--- src/hdl/kmc_pkg.sv ---
// kmc_pkg: shared types, codes and helpers of the k-mer occurrence counter.
// Used by kmc_front, kmc_queue, kmc_back and kmer_occurrence_counter.
`default_nettype none
package kmc_pkg;

  localparam int MAX_KMER_LEN = 8;
  localparam int COUNT_BITS   = 32;
  localparam int INDEX_BITS   = 16;
  localparam int TALLY_BITS   = 17;
  localparam int LEN_BITS     = 4;
  localparam int QUEUE_DEPTH  = 4;
  localparam int QPTR_BITS    = $clog2(QUEUE_DEPTH);

  localparam logic [COUNT_BITS-1:0] COUNT_MAX = {COUNT_BITS{1'b1}};
  localparam logic [LEN_BITS-1:0]   KMER_LEN_RESET = LEN_BITS'(8);

  // request types at the input
  localparam logic [1:0] REQ_BASE  = 2'd0;
  localparam logic [1:0] REQ_QUERY = 2'd1;
  localparam logic [1:0] REQ_CLEAR = 2'd2;

  // operations handed from front to back
  localparam logic [1:0] OP_COUNT = 2'd0;
  localparam logic [1:0] OP_QUERY = 2'd1;
  localparam logic [1:0] OP_CLEAR = 2'd2;

  typedef struct packed {
    logic [1:0]            op;
    logic [INDEX_BITS-1:0] addr;
  } kmc_op_t;

  typedef struct packed {
    logic init_sweep;  // clearing pass after reset
    logic sweeping;    // any clearing pass
  } kmc_back_stat_t;

  // map a base byte to its 2-bit code; bit 2 flags an invalid byte
  function automatic logic [2:0] base_code(input logic [7:0] ch);
    logic [2:0] c;
    case (ch)
      8'h41:   c = 3'd0;
      8'h43:   c = 3'd1;
      8'h47:   c = 3'd2;
      8'h54:   c = 3'd3;
      default: c = 3'd4;
    endcase
    return c;
  endfunction

  // clamp the configured length to 1..MAX_KMER_LEN
  function automatic logic [LEN_BITS-1:0] eff_len(input logic [LEN_BITS-1:0] k);
    logic [LEN_BITS-1:0] r;
    r = k;
    if (r == '0) r = LEN_BITS'(1);
    if (r > LEN_BITS'(MAX_KMER_LEN)) r = LEN_BITS'(MAX_KMER_LEN);
    return r;
  endfunction

endpackage
`default_nettype wire

--- src/hdl/kmc_front.sv ---
// kmc_front: accepts items, keeps the rolling k-mer window and the length
// register, and queues counted k-mers, queries and clears. Depends on kmc_pkg.
`default_nettype none
module kmc_front import kmc_pkg::*; (
  input  wire logic                  clk,
  input  wire logic                  rst_n,
  input  wire logic                  accept,
  input  wire logic [1:0]            in_req_type,
  input  wire logic [7:0]            in_base_char,
  input  wire logic [INDEX_BITS-1:0] in_bucket_index,
  input  wire logic                  cfg_write,
  input  wire logic [LEN_BITS-1:0]   cfg_kmer_len,
  output logic                       push,
  output kmc_op_t                    push_op
);

  logic [LEN_BITS-1:0]   kmer_len_r;
  logic [INDEX_BITS-1:0] rolling_r, rolling_nxt;
  logic [LEN_BITS-1:0]   fill_r, fill_nxt;
  logic [2:0]            code;
  logic [LEN_BITS-1:0]   k;
  logic [INDEX_BITS-1:0] mask;
  logic [INDEX_BITS-1:0] shifted;

  // hold the length register
  always_ff @(posedge clk) begin
    if (!rst_n) begin
      kmer_len_r <= KMER_LEN_RESET;
    end else if (cfg_write) begin
      kmer_len_r <= cfg_kmer_len;
    end
  end

  assign code    = base_code(in_base_char);
  assign k       = eff_len(kmer_len_r);
  assign mask    = {INDEX_BITS{1'b1}} >> (INDEX_BITS'(INDEX_BITS) - INDEX_BITS'({k, 1'b0}));
  assign shifted = {rolling_r[INDEX_BITS-3:0], code[1:0]};

  // advance the window and classify the item
  always_comb begin
    rolling_nxt  = rolling_r;
    fill_nxt     = fill_r;
    push         = 1'b0;
    push_op.op   = OP_COUNT;
    push_op.addr = in_bucket_index;
    if (accept) begin
      case (in_req_type)
        REQ_BASE: begin
          if (code[2]) begin
            rolling_nxt = '0;
            fill_nxt    = LEN_BITS'(1);
          end else if (fill_r >= k) begin
            rolling_nxt  = shifted & mask;
            push         = 1'b1;
            push_op.op   = OP_COUNT;
            push_op.addr = shifted & mask;
          end else begin
            rolling_nxt = shifted;
            fill_nxt    = fill_r + LEN_BITS'(1);
          end
        end
        REQ_QUERY: begin
          push       = 1'b1;
          push_op.op = OP_QUERY;
        end
        REQ_CLEAR: begin
          rolling_nxt = '0;
          fill_nxt    = LEN_BITS'(1);
          push        = 1'b1;
          push_op.op  = OP_CLEAR;
        end
        default: begin
          push = 1'b0;
        end
      endcase
    end
  end

  always_ff @(posedge clk) begin
    if (!rst_n) begin
      rolling_r <= '0;
      fill_r    <= LEN_BITS'(1);
    end else begin
      rolling_r <= rolling_nxt;
      fill_r    <= fill_nxt;
    end
  end

endmodule
`default_nettype wire

--- config.mk ---
export PLATFORM = sky130hd
export DESIGN_NAME = kmc_front
export DESIGN_NICKNAME = d
export VERILOG_FILES = /design/src/hdl/kmc_pkg.sv /design/src/hdl/kmc_front.sv
export SDC_FILE = /design/constraint.sdc
export NUM_CORES = 1
export LEC_CHECK = 0
export CORE_MARGIN = 5
export CORE_UTILIZATION = 56
export DETAILED_ROUTE_END_ITERATION = 10
export DONT_BUFFER_PORTS = 1
export GPL_TIMING_DRIVEN = 0
export PLACE_DENSITY_LB_ADDON = 0.08
export SLEW_MARGIN = 20
export SYNTH_ARGS = -nofsm -noshare
export SYNTH_HDL_FRONTEND = slang
export SYNTH_SLANG_ARGS = --single-unit
--- constraint.sdc ---
create_clock -name clk -period 3.13 [get_ports clk]
set_clock_uncertainty 0.15 [all_clocks]
set_input_delay 0.626 -clock clk [delete_from_list [all_inputs] [get_ports clk]]
set_output_delay 0.626 -clock clk [all_outputs]
set_load 0.02 [all_outputs]
Word level (Yosys, flattened, before mapping)
Cells that the tools add are included.
{"block": "word_totals", "regBits": 22, "input_bits": 34, "out_inout_bits": 19, "elab_cells": 40}
{"block": "op_classes", "addsub": 2, "magnitude_cmp": 2, "n_eq_ne": 7, "shifts": 1, "mux": 18, "bitwise_logic": 1, "reduce_logical": 6}
{"op": "$mux 16", "n": 3}
{"op": "$eq 8x7->1 const B", "n": 4}
{"op": "$mux 14", "n": 2}
{"op": "$pmux 14 s2", "n": 1}
{"op": "$mux 18", "n": 1}
{"op": "$and 16x16->16", "n": 1}
{"op": "$mux 4", "n": 4}
{"op": "$shr 16x16->16 const A", "n": 1}
{"op": "$pmux 3 s4", "n": 1}
{"op": "$pmux 4 s2", "n": 1}
{"op": "$pmux 2 s3", "n": 1}
{"op": "$sub 5x5->6 const A", "n": 1}
{"op": "$add 4x1->4 const B", "n": 1}
{"op": "$ge 4x4->1", "n": 1}
{"op": "$gt 4x4->1 const B", "n": 1}
{"op": "$logic_not 4->1", "n": 1}
{"op": "$mux 1", "n": 3}
{"op": "$ne 3x3->1 const B", "n": 1}
{"op": "$reduce_and 3->1", "n": 1}
{"op": "$eq 2x1->1 const B", "n": 1}
{"op": "$eq 2x2->1 const B", "n": 1}
{"op": "$logic_not 2->1", "n": 1}
{"op": "$pmux 1 s2", "n": 1}
{"op": "$reduce_and 2->1", "n": 1}
{"op": "other kinds (2)", "n": 2}

Longest topological paths before layout
{"block": "logic_depth", "word_depth": 11, "ltp_mapped": 9, "depth_no_buf": 8}

Worst setup path before layout
No wires, ideal clock.
{"block": "synth_timing", "path_type": "register -> output", "start": "register kmer_len_r[2]", "end": "output push_op[10] (netlist bit)", "arrival_time_ps": 2449, "required_time_ps": 2354, "setup_slack_ps": -95, "stages_incl_launch_ff": 10, "n_path_buf": 1, "cell_sequence": "dfxtp_1 > nor2_1 > o21a_1 > ha_1 > nand2b_1 > a2111oi_0 > nor2_1 > nand4_4 > buf_6 > mux2i_1"}
{"element": "start: declaration", "line": "kmc_front.sv:17", "source": "logic [LEN_BITS-1:0] kmer_len_r;"}
{"element": "start signal: assignment", "line": "kmc_front.sv:30", "source": "kmer_len_r <= cfg_kmer_len;"}
{"element": "end: declaration", "line": "kmc_front.sv:14", "source": "output kmc_op_t push_op"}

==> summary.md <==
| Metric | Value |
|---|---|
| Highest net fanout along the worst path | 5 |
| Die span in x | 62.60 microns |
| RSZ-0062 raised after global routing | yes |
| Site Rows | 19 |
| Mapped Area | 1549 sq um |
| Max-cap check violation count | 0 |
| Avg Inst Size Synth | 8.654 sq um |
| Share of the synthesized area in the top cell type | 28.43% |
| Antenna violations before repair | 0 |
| Latest clock arrival within the worst-skew pair | 0.32 ns |
| Antenna diode count | 0 |
| Final cell count without fillers | 225 |
| Worst supply voltage drop on vdd | 0.3907 mV |
| Nature of the critical path startpoint | flip-flop |
| Largest stage delay on the critical path | 0.37 ns |
| Global-route wire length before repair | 6934 microns |
| Cell count of the worst hold path | 2 |
| Share of final-layout standard cells stronger than drive strength 1 | 28.87% |
| Final critical path time including I/O delays and setup | 3.196 ns |
| Commonest register cell after synthesis | dfxtp_1 |
| CP max-delay cell | dfxtp_2 |
| Final weighted congestion in routability-driven placement | 0.8206 |
| Total of buffers placed on input and output ports | 0 |
| Actual slew at the worst max-slew pin | 0.8101 ns |
| H-Tree Level Count | 1 |
| Starting density of the core | 57.16% |
| Capturing element type of the critical path | primary output |
| Clock root cell | clkbuf_4 |
| Die Y | 62.60 microns |
| Leakage dissipation | 0.7884 nW |
| Layout filler cell count | 217 |
| Cell types with the largest area share after synthesis | dfxtp_1 28%, ha_1 8.1%, mux2i_1 7.1% |
| IO Count | 53 |
| Cell area after layout | 1956 sq um |
| EDFF count, synth | 0 |
| Vias in the first global route | 1500 |
| Achievable clock frequency | 312.9 MHz |
| Count of different cell masters after synthesis | 46 |
| Period Utilization, post-route | 102.1% |
| Worst-case reg-to-reg path depth | 10 |
| Clock tree from TritonCTS | built |
| Power per cell area | 327.3 nW/um^2 |
| Clock Sink Count | 22 |
| Vias after detailed routing | 1417 |
| Detailed-route wire length per cell | 18.28 microns |
| Maximum buffer depth of the clock tree | 2 |
| Pin count of the biggest net entering global routing | 14 |
| Via-to-Cell Ratio | 6.298 |
| Hold-fix buffers, CTS | 0 |
| Biggest area consumer among synthesized cells | dfxtp_1 |
| Cell count after placement | 210 |
| Total global routing overflow | 0 |
| Net count, final | 239 |
| Syn Inst Count | 179 |
| Cell breakdown of the critical path | nor2_2, o21a_4, ha_4, nand2b_4, a2111oi_4, nor2_4, nand4_4, buf_12, mux2_4 |
| Global-route usage over all layers | 21.53% |
| Final-report setup violation count | 15 |
| Syn Nets | 223 |
| Final max-slew violation count | 0 |
| Relative area change from synthesis to final layout | 26.25% |
| Total wire length after detailed routing | 4113 microns |
| Final worst-path setup slack | -0.06612 ns |
| Area of combinational cells with multiple inputs | 1222 sq um |
| DRC violations left | 0 |
| HPWL after detailed placement | 2978 microns |
| Violations in the final reports | setup timing |
| Path class of the lowest-slack min-delay path | input port to flip-flop |
| Run status | finished with violations |
| Detailed-routing iteration count for the pre-antenna-repair pass | 4 |
| Worst path required time | 2.35 ns |
| Area after detailed placement | 1623 sq um |
| Final Hold Violating Endpoints | 0 |
| Number of buffers created by CTS | 3 |
| Drt first-iter violations | 54 |
| Share of synthesized registers carrying an async set or reset | 0% |
| FF+latch area | 444.2 sq um |
| Post-CTS clock slew at the launch and capture registers of the worst setup and hold paths | 0.13 ns |
| Core Area | 2710 sq um |
| Worst rel slew slack | 45.58% |
| Warning count from the yosys run | 0 |
| Arrival time at the worst endpoint | 2.42 ns |
| Flop and latch count out of synthesis | 22 |
| Sequential element share of the synthesized area | 28.43% |
| Antenna violation net count after detailed routing | 0 |
| Critical path type | flip-flop to primary output |
| Full die area | 3918 sq um |
-- state kept, by name, summed over array words and instances (netlist names) --
register    flops
rolling_r      14
kmer_len_r      4
fill_r          4
-- cell usage in the layout (no fill, tap or decap), types with 2 or more instances in the layout --
cell,Yosys,final
a21boi_0,2,2
a21oi_1,7,7
a22o_1,8,8
a22o_2,2,2
a31oi_1,3,3
and2_1,3,3
buf_4,0,9
clkbuf_1,2,2
clkbuf_4,0,3
dfxtp_1,22,19
dfxtp_2,0,3
ha_1,10,9
inv_1,16,15
mux2_4,0,8
mux2i_1,11,4
mux2i_4,0,7
nand2_1,22,22
nand2b_4,0,2
nand3_1,7,7
nand3b_1,2,2
nor2_1,10,7
nor2_2,0,2
nor2_4,1,2
nor2b_1,6,6
nor4_1,2,2
o2111ai_1,3,3
o21ai_0,2,2
or2_2,2,2
-- layout make-up --
class,count,area share (%)
clock buffer,3,1.152
tap,31,1.983
inverter,17,3.263
sequential,22,22.71
buffer,3,1.408
timing repair buffer,11,5.438
multi-input combinational,137,62.51
clock inverter,1,1.536
-- cells in the mapped netlist (2+ instances only) --
cell,number
a22o_1,8
a21oi_1,7
nand2_1,22
clkbuf_1,2
nor2_1,10
dfxtp_1,22
o21ai_0,2
nand3_1,7
inv_1,16
nand3b_1,2
a22o_2,2
ha_1,10
nor2b_1,6
o21a_1,2
a31oi_1,3
and2_1,3
nand2b_1,3
mux2i_1,11
nor4_1,2
mux2_2,9
or2_2,2
a21boi_0,2
o2111ai_1,3
-- power by group --
group | switching (mW) | leakage (nW) | internal (mW)
sequential | 0.00249 | 0.178 | 0.284
combinational | 0.0783 | 0.582 | 0.0513
clock | 0.0947 | 0.0279 | 0.130
-- per-stage QoR --
step / total power [mW] / hold WS (ns) / util [%] / TNS, ns / setup slack [ns]
6_report: 0.6401 / 0.2892 / 72.16 / -0.7823 / -0.06612
5_1_grt: 0.6753 / 0.2958 / 72.16 / -2.448 / -0.1697
4_1_cts: 0.6341 / 0.2913 / 70.96 / -0.8861 / -0.07252
3_5_place_dp: 0.3909 / 0.3139 / 59.88 / -2.124 / -0.2240
3_3_place_gp: 0.3867 / 0.3100 / 59.88 / -1.594 / -0.1797
2_1_floorplan: 0.3733 / 0.2921 / - / 0 / 0.05716
-- worst max-delay path: cells and delay by family (launching register included) --
kind                       cells  cell delay (ns)
and+or+nand+nor                4             0.45
buffers and inverters          1             0.16
adders and majority gates      1             0.21
muxes                          1             0.34
DFF                            1             0.37
AOI/OAI and AO/OA              2             0.57
-- metal layers --
| metal | vias up | GRT usage, % | wire (microns) |
|---|---|---|---|
| met2 | 54 | 37.05 | 2037 |
| met4 | 0 | 6.366 | 44 |
| li1 | 680 | - | - |
| met5 | - | 0 | 0 |
| met3 | 4 | 6.115 | 290 |
| met1 | 679 | 25.77 | 1739 |
-- timing repair --
| item | CTS | global route |
|---|---|---|
| pin swaps | 4 | 1 |
| cloned | 1 | 0 |
| resized for setup | 30 | 4 |
| setup endpoints to repair | 17 | 17 |
| setup buffers | 8 | 2 |
-- kinds of logic after synthesis --
| kind of cell | Yosys count | share of synthesized area (%) |
|---|---|---|
| and+or+nand+nor | 68 | 24.88 |
| AOI/OAI and AO/OA | 38 | 19.06 |
| DFF | 22 | 28.43 |
| buffers and inverters | 20 | 5.331 |
| muxes | 20 | 13.65 |
| adders and majority gates | 10 | 8.078 |
| xor gates and xnor gates | 1 | 0.5655 |
-- worst paths after layout --
| check | from | to | slack, ns |
|---|---|---|---|
| setup / recovery | kmer_len_r[2]$_SDFFE_PN0P_ | push_op[5] | -0.07 |
| hold / removal | cfg_kmer_len[3] | kmer_len_r[3]$_SDFFE_PN1P_ | 0.29 |
| setup reg to reg | kmer_len_r[2]$_SDFFE_PN0P_ | fill_r[2]$_SDFFE_PN0P_ | 0.63 |
| hold reg to reg | rolling_r[9]$_SDFFE_PN0P_ | rolling_r[9]$_SDFFE_PN0P_ | 0.35 |
Note: power is estimated with default switching activity, not from simulation.
