--- src/hdl/kmc_pkg.sv ---
// kmc_pkg: shared types, codes and helpers of the k-mer occurrence counter.
// Used by kmc_front, kmc_queue, kmc_back and kmer_occurrence_counter.
`default_nettype none
package kmc_pkg;

  localparam int MAX_KMER_LEN = 8;
  localparam int COUNT_BITS   = 32;
  localparam int INDEX_BITS   = 16;
  localparam int TALLY_BITS   = 17;
  localparam int LEN_BITS     = 4;
  localparam int QUEUE_DEPTH  = 4;
  localparam int QPTR_BITS    = $clog2(QUEUE_DEPTH);

  localparam logic [COUNT_BITS-1:0] COUNT_MAX = {COUNT_BITS{1'b1}};
  localparam logic [LEN_BITS-1:0]   KMER_LEN_RESET = LEN_BITS'(8);

  // request types at the input
  localparam logic [1:0] REQ_BASE  = 2'd0;
  localparam logic [1:0] REQ_QUERY = 2'd1;
  localparam logic [1:0] REQ_CLEAR = 2'd2;

  // operations handed from front to back
  localparam logic [1:0] OP_COUNT = 2'd0;
  localparam logic [1:0] OP_QUERY = 2'd1;
  localparam logic [1:0] OP_CLEAR = 2'd2;

  typedef struct packed {
    logic [1:0]            op;
    logic [INDEX_BITS-1:0] addr;
  } kmc_op_t;

  typedef struct packed {
    logic init_sweep;  // clearing pass after reset
    logic sweeping;    // any clearing pass
  } kmc_back_stat_t;

  // map a base byte to its 2-bit code; bit 2 flags an invalid byte
  function automatic logic [2:0] base_code(input logic [7:0] ch);
    logic [2:0] c;
    case (ch)
      8'h41:   c = 3'd0;
      8'h43:   c = 3'd1;
      8'h47:   c = 3'd2;
      8'h54:   c = 3'd3;
      default: c = 3'd4;
    endcase
    return c;
  endfunction

  // clamp the configured length to 1..MAX_KMER_LEN
  function automatic logic [LEN_BITS-1:0] eff_len(input logic [LEN_BITS-1:0] k);
    logic [LEN_BITS-1:0] r;
    r = k;
    if (r == '0) r = LEN_BITS'(1);
    if (r > LEN_BITS'(MAX_KMER_LEN)) r = LEN_BITS'(MAX_KMER_LEN);
    return r;
  endfunction

endpackage
`default_nettype wire

--- src/hdl/kmc_queue.sv ---
// kmc_queue: short operation queue between front and back.
// Depends on kmc_pkg.
`default_nettype none
module kmc_queue import kmc_pkg::*; (
  input  wire logic    clk,
  input  wire logic    rst_n,
  input  wire logic    push,
  input  wire kmc_op_t push_op,
  input  wire logic    pop,
  output kmc_op_t      head_op,
  output logic         not_empty,
  output logic         full
);

  kmc_op_t              slot_r [QUEUE_DEPTH];
  logic [QPTR_BITS-1:0] wr_ptr_r, rd_ptr_r;
  logic [QPTR_BITS:0]   count_r;

  assign head_op   = slot_r[rd_ptr_r];
  assign not_empty = (count_r != '0);
  assign full      = (count_r == (QPTR_BITS+1)'(QUEUE_DEPTH));

  // store pushed words
  always_ff @(posedge clk) begin
    if (push) begin
      slot_r[wr_ptr_r] <= push_op;
    end
  end

  // advance pointers and track the fill level
  always_ff @(posedge clk) begin
    if (!rst_n) begin
      wr_ptr_r <= '0;
      rd_ptr_r <= '0;
      count_r  <= '0;
    end else begin
      if (push) wr_ptr_r <= wr_ptr_r + QPTR_BITS'(1);
      if (pop)  rd_ptr_r <= rd_ptr_r + QPTR_BITS'(1);
      case ({push, pop})
        2'b10:   count_r <= count_r + (QPTR_BITS+1)'(1);
        2'b01:   count_r <= count_r - (QPTR_BITS+1)'(1);
        default: count_r <= count_r;
      endcase
    end
  end

endmodule
`default_nettype wire

--- config.mk ---
export PLATFORM = sky130hd
export DESIGN_NAME = kmc_queue
export DESIGN_NICKNAME = d
export VERILOG_FILES = /design/src/hdl/kmc_pkg.sv /design/src/hdl/kmc_queue.sv
export SDC_FILE = /design/constraint.sdc
export NUM_CORES = 1
export LEC_CHECK = 0
export BUFFER_PORTS_ARGS = -buffer_cell sky130_fd_sc_hd__buf_2
export CORE_MARGIN = 1
export CORE_UTILIZATION = 60
export DETAILED_ROUTE_END_ITERATION = 7
export GPL_TIMING_DRIVEN = 1
export PLACE_DENSITY = 0.83
export SETUP_SLACK_MARGIN = 0.4
export SKIP_CTS_REPAIR_TIMING = 1
export SLEW_MARGIN = 20
export SYNTH_ARGS = -nofsm -noshare
export SYNTH_HDL_FRONTEND = slang
export SYNTH_SLANG_ARGS = --single-unit
--- constraint.sdc ---
create_clock -name clk -period 2.7 [get_ports clk]
set_clock_uncertainty 0.15 [all_clocks]
set_input_delay 0.135 -clock clk [delete_from_list [all_inputs] [get_ports clk]]
set_output_delay 0.135 -clock clk [all_outputs]
set_load 0.02 [all_outputs]
; ---- Yosys cells after proc, flatten, opt, wreduce, memory -nomap -nowiden
; Memory sizes are Yosys's and may differ from the RTL's. A register that Yosys moved wholly into a read port is not among the register bits.
; Cells that the tools add are included.
; Widths: inputs -> output; s select.
[totals]
ram_bits = 72
n_memories = 1
ff_bits = 7
input_bits = 22
output_inout_bits = 20
[classes]
eq_ne = 3
muxes = 5
reduce_logical = 2
n_addsub = 4
[mem_list]
columns = name, depth, width, rd, rd_ports_with_merged_regs, wr, line_no
row1 = slot_r, 4, 18, 1, 1, 1, kmc_queue.sv:15  ; kmc_op_t slot_r [QUEUE_DEPTH];
[op_table]
columns = cell, count
row1 = $pmux 3 s2, 1
row2 = $add 2x1->2 const B, 2
row3 = $mux 2, 2
row4 = $add 3x1->3 const B, 1
row5 = $eq 3x3->1 const B, 1
row6 = $reduce_bool 3->1, 1
row7 = $sub 3x1->3 const B, 1
row8 = $eq 2x1->1 const B, 1
row9 = $eq 2x2->1 const B, 1
row10 = $mux 1, 2
row11 = $reduce_bool 2->1, 1

; ---- Longest topological paths before layout
; Gate-level depths: netlist of run 1.
[logic_depth]
ltp_word = 3
ltp_mapped = 7
depth_no_buf = 7

; ---- Worst setup path after synthesis of run 1
; Ideal clock, no wire load.
[synth_timing]
kind = flip-flop to flip-flop
startpoint = reg count_r[1]
endpoint = reg count_r[2]
slack_ps = 1083
arrival_time_ps = 1391
n_path_buf = 0
synth_period_minus_slack_ps = 1617
path_stages_with_launch = 6
cell_sequence = dfxtp_1 -> inv_1 -> fa_1 -> xor2_1 -> or3_1 -> a21boi_0
[synth_via]
elab_chain_cells = 2
word_cells_on_any_way = 3
[synth_lines]
columns = element, line_no
row1 = from (decl), kmc_queue.sv:17  ; logic [QPTR_BITS:0] count_r;
row2 = from (signal assigned), kmc_queue.sv:40  ; 2'b10: count_r <= count_r + (QPTR_BITS+1)'(1);
row3 = from (signal assigned), kmc_queue.sv:41  ; 2'b01: count_r <= count_r - (QPTR_BITS+1)'(1);
row4 = from (signal assigned), kmc_queue.sv:42  ; default: count_r <= count_r;
row5 = $sub 3x1->3 / $add 3x1->3 (equally long branches), "kmc_queue.sv:41, kmc_queue.sv:40"
row6 = $pmux 3 s2 *, kmc_queue.sv:39  ; case ({push, pop})
; Every way passes the cells marked *; elsewhere a longest branch is shown, timed or not.
; A chain may end at the register's enable or synchronous reset.

==> out/qor.yml, run 1 <==
finish:
  area_growth_pct: 22.0
  final_common_cell: "edfxtp_1"
  n_antenna_cell: 0
  final_cells: 285
  design_area_mm2: 0.00377
  register_area_mm2: 0.00234
  multi_input_area_um2: 684
  layout-drive-gt1-share_pct: 33.0
  nNetsFinal: 241
  final_core_util_pct: 77.8
  n_fill_cell: 263
  layout_common_cells: "edfxtp_1, buf_2, dlygate4sd3_1"
timing:
  rsz0062_at_grt: "false"
  fin_ws_ns: 0.591
  slew_headroom_pct: 44.4
  fin_crit_ns: 2.11
  timing.hold.ws_ns: 0.0396
  hold_violations: 0
  timing.fmax_mhz: 474
  slew_violations: 0
  setup-violations-final: 0
  fin_tns_setup_ns: 0
  fin_crit_sh_pct: 78.1
  worst_pin_slew_ns: 0.833
floorplanning:
  dieArea_mm2: 0.00544
  die_w_um: 73.8
  start_util_pct: 63.7
  die_height_um: 73.8
  coreArea_mm2: 0.00485
  ios: 42
  core.rowCount: 25
logic_synthesis:
  synth-xor-area-share_pct: 1.42
  muxShareOfSynthArea_pct: 14.4
  synth_cell_types: 20
  async_flop_share_pct: 0
  syn_inst: 140
  synth-main-ff-cell: "edfxtp_1"
  ys_warn_count: 0
  netlist.area_leader.share_pct: 70.0
  synthAdderAreaFrac_pct: 2.67
  synth-simple-area-share_pct: 3.08
  seq_area_frac_synth_pct: 75.8
  synth_largest_area_cell: "edfxtp_1"
  synth_top_family_by_area: "multiplexers"
  synth_edf_count: 72
  synth_area_per_cell_um2: 22.1
  ys_seq_elements: 81
  synth_compound_area_share_pct: 0.567
  synth_nets: 168
  synth_area_leaders: "edfxtp_1, mux4_2, mux4_1"
  netlist_area_mm2: 0.00309
worst_setup_path:
  worstPathRequired_ns: 2.41
  criticalPathCategory: "reg -> out"
  worst_setup_path_start_kind: "flop"
  path_max_fanout: 18
  endpoint_kind: "output pin"
  cp_data_arrival_time_ns: 1.82
placed_design:
  gp_congestion: 0.720
  pre_cts_ws_ns: 0.851
  dpl_cell_area_mm2: 0.00338
  port_buffers: 41
  dp.cells: 250
  hpwl_mm: 3.44
routing:
  drt-total-wl_mm: 5.63
  dr.pass1.iters: 4
  avgViaCountPerCell: 5.61
  routedWlPerCell_um: 19.7
  drtAntennaViolNets: 0
  drc: 0
  via_count: 1599
  drt_iter0_drc: 108
worst_hold_path:
  min_path_type: "in -> reg"
power_and_ir_drop:
  swShare_pct: 23.4
  p_leak_nw: 1.36
  p_comb_share_pct: 12.6
  seqPwrFrac_pct: 55.2
  clkPwrFrac_pct: 32.2
  power_density_mw_per_mm2: 705
  p_sw_mw: 0.622
  power_mw: 2.66
  p_int_mw: 2.03
  vdd_drop_max_mv: 0.474
clocking:
  cts_buffer_depth: 2
  worstSkewPairLatency_ns: 0.33
  cts_buffers: 9
  ctsRootBufferMaster: "clkbuf_8"
  clkTransAtPathRegs_ns: 0.08
  clock_sinks: 81
  cts_tree: "done"
  ctsHtreeMaxLevel: 3
global_routing:
  grt_pass1_wl_mm: 7.92
  antenna_found_initial: 0
  grt_pass1_vias: 1629
  grt_max_degree: 19
  grt_remaining_overflow: 0
  track_usage_pct: 21.5
run:
  max_cap_viol_count: 0
run_status:
  outcome: "complete, no violations"
state kept, by name, indices dropped and copies added, names as in the netlist, named ones only:
register and cells:
slot_r 72, count_r 3, rd_ptr_r 2, wr_ptr_r 2
logic make-up (layout without fill, tap and decap cells):
kind of cell	after synthesis	after routing
mux	19	19
buf+inv	10	88
simple gates	16	16
compound gates	3	3
fa+ha+maj	6	6
xor+xnor	5	5
flops	81	81
path summary, 6_finish.rpt:
kind	startpoint	endpoint	slack [ns]	depth (start not counted)
worst max-delay path	flop	head_op[11]	0.59	2
worst min-delay path	push	wr_ptr_r[1]	0.04	3
worst max register to register	wr_ptr_r[0]	slot_r[2][2]	0.88	4
worst min register to register	count_r[2]	count_r[2]	0.41	2
power by group through the flow:
| stage | registers, mW | logic, mW | clock network (mW) |
|---|---|---|---|
| after floorplan | 1.47 | 0.219 | 0 |
| after global placement | 1.48 | 0.298 | 0 |
| after detailed placement | 1.49 | 0.313 | 0 |
| after CTS | 1.46 | 0.316 | 0.861 |
| after global routing | 1.47 | 0.363 | 0.918 |
| final | 1.47 | 0.335 | 0.856 |
metal layers:
metal,global-route usage (%),vias to the layer above,wire (um),share of wire [%]
met4,11.8,0,136,2.4
met2,37.5,77,3090,55
met1,23.9,801,2100,37
met5,0,-,0,0
met3,5.90,14,293,5.2
li1,-,707,-,-
cells in the mapped netlist, drive strengths merged, types with 2 or more instances:
master,count
mux4,18
nand2,2
dfxtp,9
inv,6
ha,5
o21ai,2
buf,4
and2,10
or3,2
xor2,3
edfxtp,72
xnor2,2
area by class of cell:
cell class              instances  area share [%]
flip-flops and latches         81            62.1
multi-input cells              49            18.2
repair buffers                 66            11.7
clock buffers                  11            3.75
well taps                      67            2.22
clock inverters                 5            1.46
inverters                       6           0.597
critical path, stage by stage, from the launching register on:
cell	delay [ns]
dfxtp_1	0.87
mux4_1	0.43
buf_2	0.19
Note: power is estimated with default switching activity, not from simulation.
==> run 2, diff against run 1 <==
- CORE_UTILIZATION: 60 -> 51
- PLACE_DENSITY: 0.83 -> 0.75
- clock period: 2.7 -> 1.83 ns (I/O delays scaled with it)
==> run 2 against run 1 <==
Against the previous run: core utilization is 5.4 points lower; count of clock-buffer cells in the layout decreased by 2; largest cell class unchanged; sequential cell count did not move; final area grew 8.9%; sequential power up 47%; routed wire length increased by 1.1%; total power rose by 64%; final cell count increased by 3.9%.
==> out/qor.yml, run 2 (synthesis results as in run 1) <==
placed_design:
  dp.cells: 254
  hpwl_mm: 3.23
  pre_cts_ws_ns: 0.0841
  port_buffers: 41
  gp_congestion: 0.711
timing:
  worst_pin_slew_ns: 0.263
  setup-violations-final: 0
  fin_crit_sh_pct: 99.5
  slew_headroom_pct: 82.5
  fin_crit_ns: 1.82
  rsz0062_at_grt: "true"
  slew_violations: 0
  timing.fmax_mhz: 549
  hold_violations: 0
  fin_ws_ns: 0.00994
power_and_ir_drop:
  vdd_drop_max_mv: 0.568
  p_leak_nw: 1.46
  power_density_mw_per_mm2: 1060
routing:
  m1WireLength_mm: 2.37
  drc: 0
  met2WireLength_mm: 3.07
  drt-total-wl_mm: 5.69
  drt_iter0_drc: 78
  dr.pass1.iters: 5
  drtAntennaViolNets: 0
  routedWlPerCell_um: 19.2
  via_count: 1585
  avgViaCountPerCell: 5.35
  routed.top_layer: "met4"
  met3_length_um: 200
finish:
  nNetsFinal: 247
  n_fill_cell: 340
  regMostFlops: "slot_r"
  area_growth_pct: 32.9
  layout-drive-gt1-share_pct: 45.5
  layout_common_cells: "edfxtp_1, buf_2, buf_6"
  final_common_cell: "edfxtp_1"
  largest_reg_flops: 72
  biggestRegsByFlops: "slot_r (72), count_r (3)"
  final_cells: 296
  n_antenna_cell: 0
clocking:
  clock_sinks: 81
  cts_buffers: 9
  ctsHtreeMaxLevel: 3
  ctsRootBufferMaster: "clkbuf_8"
  clkTransAtPathRegs_ns: 0.08
  cts_tree: "done"
  cts_buffer_depth: 2
  worstSkewPairLatency_ns: 0.33
run:
  max_cap_viol_count: 0
worst_hold_path:
  worstHoldStart: "push"
  min_path_type: "in -> reg"
worst_setup_path:
  critPathSlowestCell: "mux4_2"
  worstPathRequired_ns: 1.59
  timing.rr.start: "count_r[1]"
  criticalPathCategory: "reg -> out"
  crit_chain: "clkbuf_16 -> mux4_2 -> buf_6"
  endpoint_kind: "output pin"
  worst_setup_path_start_kind: "flop"
  cp_data_arrival_time_ns: 1.58
  path_max_fanout: 5
  max_stage_delay_ns: 0.51
floorplanning:
  coreArea_mm2: 0.00568
  dieArea_mm2: 0.00638
  die_w_um: 79.8
  die_height_um: 79.8
  start_util_pct: 54.5
  ios: 42
  core.rowCount: 27
run_status:
  outcome: "complete, no violations"
global_routing:
  grt_pass1_wl_mm: 7.31
  grt_max_degree: 19
  grt_remaining_overflow: 0
  antenna_found_initial: 0
  grt_pass1_vias: 1535
  track_usage_pct: 16.5
==> run 2: cell count changes in the layout (fill, tap and decap cells not counted), moves of 4 or more <==
cell / delta
and2_1: -4
buf_12: +4
buf_2: -19
buf_4: -5
buf_6: +21
dfxtp_1: -5
mux4_1: -8
mux4_2: +8
==> run 2: power breakdown <==
part | total (mW) | internal, mW | switching [mW]
combinational | 0.690 | 0.377 | 0.312
clock | 1.51 | 0.905 | 0.606
sequential | 2.16 | 2.11 | 0.0443
total | 4.36 | 3.40 | 0.963
==> run 2: stage by stage <==
| step | power [mW] | instance area [um^2] | TNS [ns] | hold slack, ns | util (%) |
|---|---|---|---|---|---|
| final | 4.36 | 4110 | 0 | 0.0126 | 72.4 |
| after global routing | 4.50 | 4110 | -0.409 | 0.0533 | 72.4 |
| after CTS | 4.15 | 3680 | -0.614 | -0.187 | 64.9 |
| after detailed placement | 2.68 | 3440 | 0 | 0.163 | 60.6 |
| after global placement | 2.65 | 3440 | 0 | 0.151 | 60.6 |
| after floorplan | 2.50 | 3100 | 0 | 0.0404 | - |
==> run 2: final timing paths <==
check,depth (start not counted),to,slack [ns]
worst max-delay path,3,head_op[7],0.01
worst min-delay path,3,wr_ptr_r[1],0.01
worst max register to register,5,count_r[2],0.17
worst min register to register,2,count_r[2],0.39
==> run 2: area by class of cell <==
cell class              instances  area, um^2  area share [%]
clock buffers                   9         124            3.02
flip-flops and latches         81        2350            57.3
multi-input cells              50         688            16.8
clock inverters                 7         119            2.89
repair buffers                 71         709            17.3
inverters                       6        22.5           0.548
well taps                      72        90.1            2.19
==> run 2: per-layer routing <==
metal  vias up  global-route usage [%]
li1        710                       -
met1       826                    18.1
met2        43                    29.8
met3         6                    4.69
met4         0                    6.43
met5         -                       0
==> run 2: worst max-delay path: cells and delay by family, from the launching register on <==
| kind | cells | cell delay [ns] |
|---|---|---|
| multiplexers | 1 | 0.51 |
| buffers and inverters | 2 | 0.32 |
| flip-flops | 1 | 0.41 |
